File: src/hw/rtl/imf_pkg.sv
`timescale 1ns / 1ps

package imf_pkg;

    // Lattice geometry and draw resolution
    localparam int ROWS      = 256;
    localparam int COLS      = 256;
    localparam int DRAW_BITS = 16;

    // Fixed field widths
    localparam int SITE_W     = 16;
    localparam int DRAW_W     = 16;
    localparam int LEVEL_W    = 17;
    localparam int TOTAL_W    = 18;
    localparam int IN_DATA_W  = 32;
    localparam int OUT_DATA_W = 24;
    localparam int CFG_IDX_W  = 1;

    // Derived lattice sizes
    localparam int CELL_COUNT = ROWS * COLS;
    localparam int ADDR_W     = $clog2(CELL_COUNT);
    localparam int WORD_W     = 32;
    localparam int BIT_W      = 5;
    localparam int WORD_COUNT = (CELL_COUNT + WORD_W - 1) / WORD_W;
    localparam int WORD_AW    = (WORD_COUNT > 1) ? $clog2(WORD_COUNT) : 1;

    // Site field can exceed the lattice and must then be reduced
    localparam bit NEED_MOD = (CELL_COUNT < (1 << SITE_W));

    // Spin total after reset and per-flip step
    localparam logic [TOTAL_W-1:0] TOTAL_RESET = TOTAL_W'(CELL_COUNT);
    localparam logic [TOTAL_W-1:0] TOTAL_STEP  = 18'd2;

    // Configuration register indexes
    localparam logic [CFG_IDX_W-1:0] CFG_FOUR  = 1'd0;
    localparam logic [CFG_IDX_W-1:0] CFG_EIGHT = 1'd1;

    typedef enum logic {
        OP_TRIAL = 1'b0,
        OP_READ  = 1'b1
    } t_op;

    // Which lattice address the address unit produces
    typedef enum logic [2:0] {
        NB_SITE  = 3'd0,
        NB_LEFT  = 3'd1,
        NB_RIGHT = 3'd2,
        NB_UP    = 3'd3,
        NB_DOWN  = 3'd4
    } t_nb_sel;

    typedef struct packed {
        logic [ADDR_W:0] x;
        t_nb_sel         sel;
    } t_au_req;

endpackage

File: src/hw/rtl/imf_addr_unit.sv
`timescale 1ns / 1ps

module imf_addr_unit (
    input  imf_pkg::t_au_req          i_req,
    output logic [imf_pkg::ADDR_W-1:0] o_addr
);
    import imf_pkg::*;

    localparam logic [ADDR_W:0] CELL_N    = (ADDR_W + 1)'(CELL_COUNT);
    localparam logic [ADDR_W:0] OFF_LEFT  = (ADDR_W + 1)'(CELL_COUNT - 1);
    localparam logic [ADDR_W:0] OFF_RIGHT = (ADDR_W + 1)'(1);
    localparam logic [ADDR_W:0] OFF_UP    = (ADDR_W + 1)'(CELL_COUNT - COLS);
    localparam logic [ADDR_W:0] OFF_DOWN  = (ADDR_W + 1)'(COLS);

    logic [ADDR_W:0] w_off;
    logic [ADDR_W:0] w_sum;

    // Offset of the requested neighbor; minus steps are added as N minus step
    always_comb begin
        unique case (i_req.sel)
            NB_SITE:  w_off = '0;
            NB_LEFT:  w_off = OFF_LEFT;
            NB_RIGHT: w_off = OFF_RIGHT;
            NB_UP:    w_off = OFF_UP;
            NB_DOWN:  w_off = OFF_DOWN;
            default:  w_off = '0;
        endcase
    end

    // Shared add, compare and conditional subtract; input stays below 2N
    assign w_sum  = i_req.x + w_off;
    assign o_addr = (w_sum >= CELL_N) ? ADDR_W'(w_sum - CELL_N) : ADDR_W'(w_sum);

endmodule

File: config.mk
export PLATFORM = sky130hd
export DESIGN_NAME = imf_addr_unit
export DESIGN_NICKNAME = d
export VERILOG_FILES = /design/src/hw/rtl/imf_pkg.sv /design/src/hw/rtl/imf_addr_unit.sv
export SDC_FILE = /design/constraint.sdc
export NUM_CORES = 1
export LEC_CHECK = 0
export ABC_AREA = 1
export BUFFER_PORTS_ARGS = -buffer_cell sky130_fd_sc_hd__buf_2
export CAP_MARGIN = 20
export CORE_MARGIN = 2
export CORE_UTILIZATION = 55
export DETAILED_ROUTE_END_ITERATION = 12
export PLACE_DENSITY_LB_ADDON = 0.2
export SLEW_MARGIN = 20
export SYNTH_ARGS = -nofsm -noshare
export SYNTH_HDL_FRONTEND = slang
export SYNTH_SLANG_ARGS = --single-unit
File: constraint.sdc
create_clock -name vclk -period 5.6
set_input_delay 0.84 -clock vclk [all_inputs]
set_output_delay 0.84 -clock vclk [all_outputs]
set_load 0.02 [all_outputs]
==> results of run 1 <==
## layout by cell type, fill, tap and decap left out
| cell | n |
|---|---|
| a21oi_1 | 10 |
| buf_2 | 35 |
| fa_1 | 1 |
| ha_1 | 15 |
| inv_1 | 41 |
| inv_2 | 3 |
| nand2_1 | 76 |
| nand2_2 | 5 |
| nand3_1 | 11 |
| nand3b_1 | 1 |
| nand4_1 | 2 |
| nor2_1 | 10 |
| nor2_2 | 1 |
| nor3_2 | 3 |
| o21ai_0 | 1 |
| or2_1 | 1 |
| xnor2_1 | 4 |
| xor2_1 | 4 |
## cell type report
cell class / count / area, µm²
tap: 17 / 21.3
timing repair buffer: 35 / 175
inverter: 44 / 165
multi-input combinational: 145 / 805
fill: 165 / 523
## worst min-delay path, delay by kind of cell
kind	cells	cell delay (ns)
adders and majority gates	1	0.11
buffers and inverters	2	0.23
## power by group through the flow
stage / clock, mW / combinational, mW / sequential, mW
floorplan: 0 / 0.0936 / 0
global placement: 0 / 0.126 / 0
detailed placement: 0 / 0.129 / 0
CTS: 0 / 0.130 / 0
global route: 0 / 0.145 / 0
finish: 0 / 0.129 / 0
## how the worst max path moves through the flow
stage	startpoint	end	slack, ns	cells after the start
2_1_floorplan	i_req[2]	o_addr[8]	2.18	10
3_3_place_gp	i_req[2]	o_addr[12]	1.90	14
3_5_place_dp	i_req[2]	o_addr[12]	1.83	14
4_1_cts	i_req[2]	o_addr[12]	1.82	14
5_1_grt	i_req[2]	o_addr[14]	1.61	14
6_report	i_req[2]	o_addr[12]	1.83	14
## through the flow
step	std cells	setup slack, ns	hold WS, ns	utilization	power [mW]
2_1_floorplan	189	2.18	1.89	-	0.0936
3_3_place_gp	241	1.90	2.02	0.690	0.126
3_5_place_dp	241	1.83	2.02	0.690	0.129
4_1_cts	241	1.82	2.03	0.690	0.130
5_1_grt	241	1.61	2.05	0.690	0.145
6_report	241	1.83	2.02	0.690	0.129
## cell usage after synthesis
cell type | number | area (µm²)
xnor2_1 | 4 | 35.0
nor2_1 | 10 | 37.5
or2_1 | 1 | 6.26
fa_1 | 1 | 20.0
nand2_1 | 76 | 285
nand4_1 | 2 | 12.5
nor3_2 | 3 | 30.0
nand2_2 | 5 | 31.3
o21ai_0 | 1 | 5.00
inv_2 | 3 | 11.3
xor2_1 | 4 | 35.0
a21oi_1 | 10 | 50.1
nand3b_1 | 1 | 7.51
nor2_2 | 1 | 6.26
ha_1 | 15 | 188
nand3_1 | 11 | 55.1
inv_1 | 41 | 154
## layer usage
metal,share of wire,vias to the layer above
met2,0.50,19
met4,0,0
met3,0.033,0
met1,0.47,491
met5,0,-
li1,-,646
## kinds of logic (layout without fill, tap and decap cells)
| logic type | after synthesis | in the layout | synth area share |
|---|---|---|---|
| xor+xnor | 8 | 8 | 0.0723 |
| compound gates | 11 | 11 | 0.0568 |
| simple gates | 110 | 110 | 0.486 |
| buf+inv | 44 | 79 | 0.170 |
| fa+ha+maj | 16 | 16 | 0.214 |
==> summary.txt, run 1 <==
Status
  – Status: completed

Placed design
  – Port Buffer Count: 35
  – Post-Place Cell Area: roughly 1200 µm²
  – Gpl congestion: 0.843
  – Detail Placement HPWL: 1950 µm

Floorplan
  – Initial Util: 0.574
  – Num rows: 15
  – Core Area: 1690 µm²
  – DIE AREA: 2120 µm²
  – Die H: between 40 and 50 µm
  – Die width: 46.0 µm
  – # IOs: 36

Routing
  – Routed len/inst: between 8 and 9 µm
  – DR pass1 iterations: 4
  – Initial DRC count: 24
  – WL final: 2120 µm
  – DRC: 0
  – Vias per cell: 4.80
  – Number of antenna-violating nets in the routed design: 0
  – Vias: 1,156

Timing
  – Slew of the pin with the lowest slew margin: 0.586 ns
  – Normalized max-slew margin: 0.608
  – Tmin final: 3.77 ns
  – Slew Limit Fails: 0
  – Final TNS setup: 0 ns
  – Final setup vio count: 0
  – RSZ-0062 raised after global routing: false
  – Tcrit/Tclk final: 0.672
  – F_max: around 270 MHz
  – Final hold violations: 0

Setup path
  – Most numerous cell on the critical path: nand3_1
  – Kind of critical path: in2out
  – Slowest CP cell: nor2_1
  – CP Data Arrival Time: 2.93 ns
  – Critical Path, Cell by Cell: buf_2, inv_1, nand2_1, nor2_1, inv_1, fa_1, inv_1, nand3_1, nand3_1, nand3_1, nand3_1, nand2_1, nand2_1, buf_2
  – Worst path top cell family by delay: simple AND/OR/NAND/NOR gates
  – Max incr delay on CP: approximately 0.47 ns
  – Setup crit end kind: output port
  – Crit Path Max Fanout: 8
  – Data required time of the critical path: 4.76 ns
  – Type of origin of the critical path: primary input
  – Crit path buf inv count: 5

Pwr
  – Cell Int Power: 0.0466 mW
  – Psw: 0.0822 mW
  – PwrDens: 110 nW/µm²
  – Clock power share: 0
  – Comb power frac: 1.000
  – Sw Share: 0.638
  – Sequential share of power: 0
  – Leak: 0.818 nW
  – Maximum VDD drop: 0.0658 mV

Worst hold path
  – Worst Hold Launch: i_req[3]
  – Hold endpoint: o_addr[0]
  – Hold path depth: 3
  – Min-delay worst type: in2out

Global routing
  – Largest net degree at the start of global routing: 9
  – Global route overflow: 0
  – First-pass GRT wire length: 3620 µm
  – Global Route Usage Sum: 0.217
  – GRT Max-Usage Layer: met2
  – Initial antenna violation count: 0
  – Met3 Use GR: 0
  – M2 GR Usage: 0.403
  – Grt met1 use: 0.294
  – Vias in the first global route: 981

Final layout
  – FFs & Latches: 0
  – Clkbuf count: 0
  – Final instance area: between 1000 and 1500 µm²
  – Register area: 0 µm²
  – Share of cells above drive strength 1: 0.210
  – Antenna Cells: 0
  – Fin nets: 262
  – Area Overhead vs Synth: 20.3%

Yosys
  – Syn nets: roughly 230
  – YS warnings: 0
  – Sequential share of the synthesized area: 0
  – Unique cell type count in the Yosys netlist: 17
  – Synth Area per Inst: 5.13 µm²
  – Syn Inst Count: 189
  – Syn Std Cell Area: between 900 and 1000 µm²

Clock network
  – Postcts setup bufs: 0
  – Post-CTS Hold Fix Bufs: 0
  – PostCTS Resize Cnt: 0

Flow run
  – Maxcap violations: 0
Power figures use the tool's default switching activity.
==> inputs of run 2 (changes only) <==
--- a/config.mk
+++ b/config.mk
@@ -5,11 +5,11 @@
 export SDC_FILE = /design/constraint.sdc
 export NUM_CORES = 1
 export LEC_CHECK = 0
-export ABC_AREA = 1
+export ABC_AREA = 0
 export BUFFER_PORTS_ARGS = -buffer_cell sky130_fd_sc_hd__buf_2
 export CAP_MARGIN = 20
 export CORE_MARGIN = 2
-export CORE_UTILIZATION = 55
+export CORE_UTILIZATION = 52
 export DETAILED_ROUTE_END_ITERATION = 12
 export PLACE_DENSITY_LB_ADDON = 0.2
 export SLEW_MARGIN = 20
==> constraint.sdc (replaced) <==
create_clock -name vclk -period 3.8
set_input_delay 0.57 -clock vclk [all_inputs]
set_output_delay 0.57 -clock vclk [all_outputs]
set_load 0.02 [all_outputs]
==> run 2 against run 1 <==
- combinational power grew 56%
- global-route usage increased by 0.67 points
- synthesized cell count decreased by 37%
- first-iteration DRC count fell by 29%
- non-clock buffer count up 1
- wire length fell by 3.6%
- core utilization down 0.94 points
- largest cell class unchanged
- hold slack got worse by 0.54 ns
- final area down 10%
==> summary.txt, run 2 <==
Setup path
  – Crit Path Max Fanout: 7 (-1)
  – Max incr delay on CP: 0.52 ns (+0.05 ns)
  – Crit path buf inv count: 3 (-2)
  – Setup crit end kind: output port
  – Kind of critical path: in2out
  – Worst path top cell family by delay: simple AND/OR/NAND/NOR gates
  – Data required time of the critical path: 3.23 ns (-1.53 ns)
  – Most numerous cell on the critical path: buf_2
  – Critical Path, Cell by Cell: buf_2, nor2b_1, nand2b_1, inv_1, ha_1, nor2b_2, o2111ai_2, a21oi_2, or4_1, o311ai_1, buf_2
  – Type of origin of the critical path: primary input
  – Slowest CP cell: or4_1
  – CP Data Arrival Time: 2.84 ns (-0.09 ns)

Yosys
  – Post-synth top cells: 15 x ha_1, 13 x a21oi_1, 9 x nand2_1, 8 x xnor2_1
  – Simple logic cell fraction of the synthesized area: 0.239 (-0.248)
  – YS warnings: 0 (unchanged)
  – Top-count cell post-synth: ha_1
  – XOR/XNOR share of the synthesized area: 0.120 (+0.0479)
  – Fraction of the mapped netlist area in adder cells: 0.237 (+0.0233)
  – Yosys top cell area share: 0.215 (-0.0796)
  – Dominant cell type by area after synthesis: ha_1
  – Syn nets: 155 (-31%)
  – Unique cell type count in the Yosys netlist: 39 (+22)
  – Largest family of logic cells by synthesized area: compound AO/OA/AOI/OAI gates
  – Syn Std Cell Area: 875 µm² (-9.8%)
  – Sequential share of the synthesized area: 0 (unchanged)
  – Synth top area cells: ha_1 21%, xnor2_1 8.0%, a21oi_1 7.4%, xor2_1 4.0%, nand2_1 3.9%
  – Syn Inst Count: 119 (-37%)
  – Post-synthesis mux area share: 0.0229 (+0.0229)
  – Synth Area per Inst: 7.35 µm² (+43%)
  – Synth Area in Compound Gates: 0.319 (+0.262)

Timing
  – Tmin final: about 3.4 ns
  – Final setup vio count: 0 (unchanged)
  – Slew Limit Fails: 0 (unchanged)
  – RSZ-0062 raised after global routing: false
  – Slew of the pin with the lowest slew margin: 0.308 ns (-0.277 ns)
  – F_max: 293 MHz
  – Tcrit/Tclk final: 0.898
  – Normalized max-slew margin: 0.794 (+0.185)
  – Final hold violations: 0 (unchanged)
  – Final TNS setup: 0 ns (unchanged)

Final layout
  – Register area: 0 µm² (unchanged)
  – Fin nets: 190 (-27%)
  – Clkbuf count: 0 (unchanged)
  – Area Overhead vs Synth: 20.0%
  – # fillers: 147 (-11%)
  – FFs & Latches: 0 (unchanged)
  – Antenna Cells: 0 (unchanged)
  – Final Non-Filler Cells: 168 (-30%)
  – Commonest non-fill, non-tap cells in the layout: 35 x buf_2, 15 x ha_1, 13 x a21oi_1
  – Commonest non-fill, non-tap cell in the layout: buf_2
  – Share of cells above drive strength 1: 0.289 (+0.0797)

Global routing
  – Global Route Usage Sum: 0.223 (+0.00669)
  – Largest net degree at the start of global routing: 10 (+1)
  – Global route overflow: 0 (unchanged)
  – Initial antenna violation count: 0 (unchanged)
  – First-pass GRT wire length: 3640 µm (+0.58%)
  – Vias in the first global route: 895 (-8.8%)

Routing
  – Vias: 1,006 (-13%)
  – Routed len/inst: 12.2 µm (+38%)
  – WL final: 2040 µm (-3.6%)
  – DRC: 0 (unchanged)
  – Number of antenna-violating nets in the routed design: 0 (unchanged)
  – Initial DRC count: 17 (-29%)
  – DR pass1 iterations: 4 (unchanged)
  – Vias per cell: 5.99 (+25%)

Worst hold path
  – Hold path depth: 3 (unchanged)
  – Min-delay worst type: in2out
  – Worst Hold Launch: i_req[3]
  – Hold endpoint: o_addr[0]

Floorplan
  – Die H: 45.0 µm (-2.1%)
  – Core Area: 1540 µm² (-8.7%)
  – DIE AREA: 2030 µm² (-4.2%)
  – # IOs: 36 (unchanged)
  – Die width: 45.0 µm (-2.1%)
  – Num rows: 14 (-1)
  – Initial Util: 0.567 (-0.00670)

Pwr
  – PwrDens: 191 nW/µm² (+73%)
  – Maximum VDD drop: 0.107 mV (+62%)
  – Leak: 0.556 nW (-32%)

Clock network
  – Postcts setup bufs: 0 (unchanged)
  – Post-CTS Hold Fix Bufs: 0 (unchanged)
  – PostCTS Resize Cnt: 0 (unchanged)

Placed design
  – Gpl congestion: 0.836 (-0.87%)
  – Port Buffer Count: 35 (unchanged)
  – Placed insts: 168 (-30%)
  – Detail Placement HPWL: 1750 µm (-10%)

Status
  – Status: completed

Flow run
  – Maxcap violations: 0 (unchanged)
run 2: how the worst max path moves through the flow:
stage | cells past startpoint | slack [ns] | from | end
detailed placement | 11 | 0.39 | i_req[0] | o_addr[12]
floorplan | 9 | 0.41 | i_req[0] | o_addr[13]
CTS | 11 | 0.38 | i_req[0] | o_addr[12]
finish | 11 | 0.39 | i_req[0] | o_addr[12]
global placement | 11 | 0.45 | i_req[0] | o_addr[12]
global route | 11 | 0.25 | i_req[0] | o_addr[12]
run 2: logic make-up (layout without fill, tap and decap cells):
family,count (synthesis),after routing
adders and majority gates,16,16
AOI/OAI and AO/OA,40,40
buffers and inverters,10,43
and+or+nand+nor,39,39
muxes,2,2
xor gates and xnor gates,12,12
run 2: area by class of cell:
cell class	count	area, µm²	area share
multi-input cells	109	821	0.782
well taps	16	20.0	0.0191
repair buffers	36	183	0.174
inverters	7	26.3	0.0250
run 2: per-stage QoR:
stage / setup slack (ns) / power, mW / hold WS [ns] / area (µm²) / util
3_3_place_gp: 0.449 / 0.195 / 1.48 / 1050 / 0.681
3_5_place_dp: 0.392 / 0.200 / 1.48 / 1050 / 0.681
4_1_cts: 0.384 / 0.201 / 1.48 / 1050 / 0.681
2_1_floorplan: 0.410 / 0.150 / 1.35 / 875 / -
6_report: 0.388 / 0.201 / 1.48 / 1050 / 0.681
5_1_grt: 0.252 / 0.220 / 1.50 / 1050 / 0.681
run 2: routing by layer:
| metal | part of all wire | wire, µm | GRT usage |
|---|---|---|---|
| met5 | 0 | 0 | 0 |
| met4 | 0 | 0 | 0.0118 |
| met3 | 0.060 | 123 | 0.00800 |
| met2 | 0.46 | 943 | 0.389 |
| met1 | 0.48 | 975 | 0.320 |
run 2: power breakdown:
group          total [mW]  internal, mW  switching [mW]
Sequential              0             0               0
Combinational       0.201        0.0815           0.119
Clock                   0             0               0
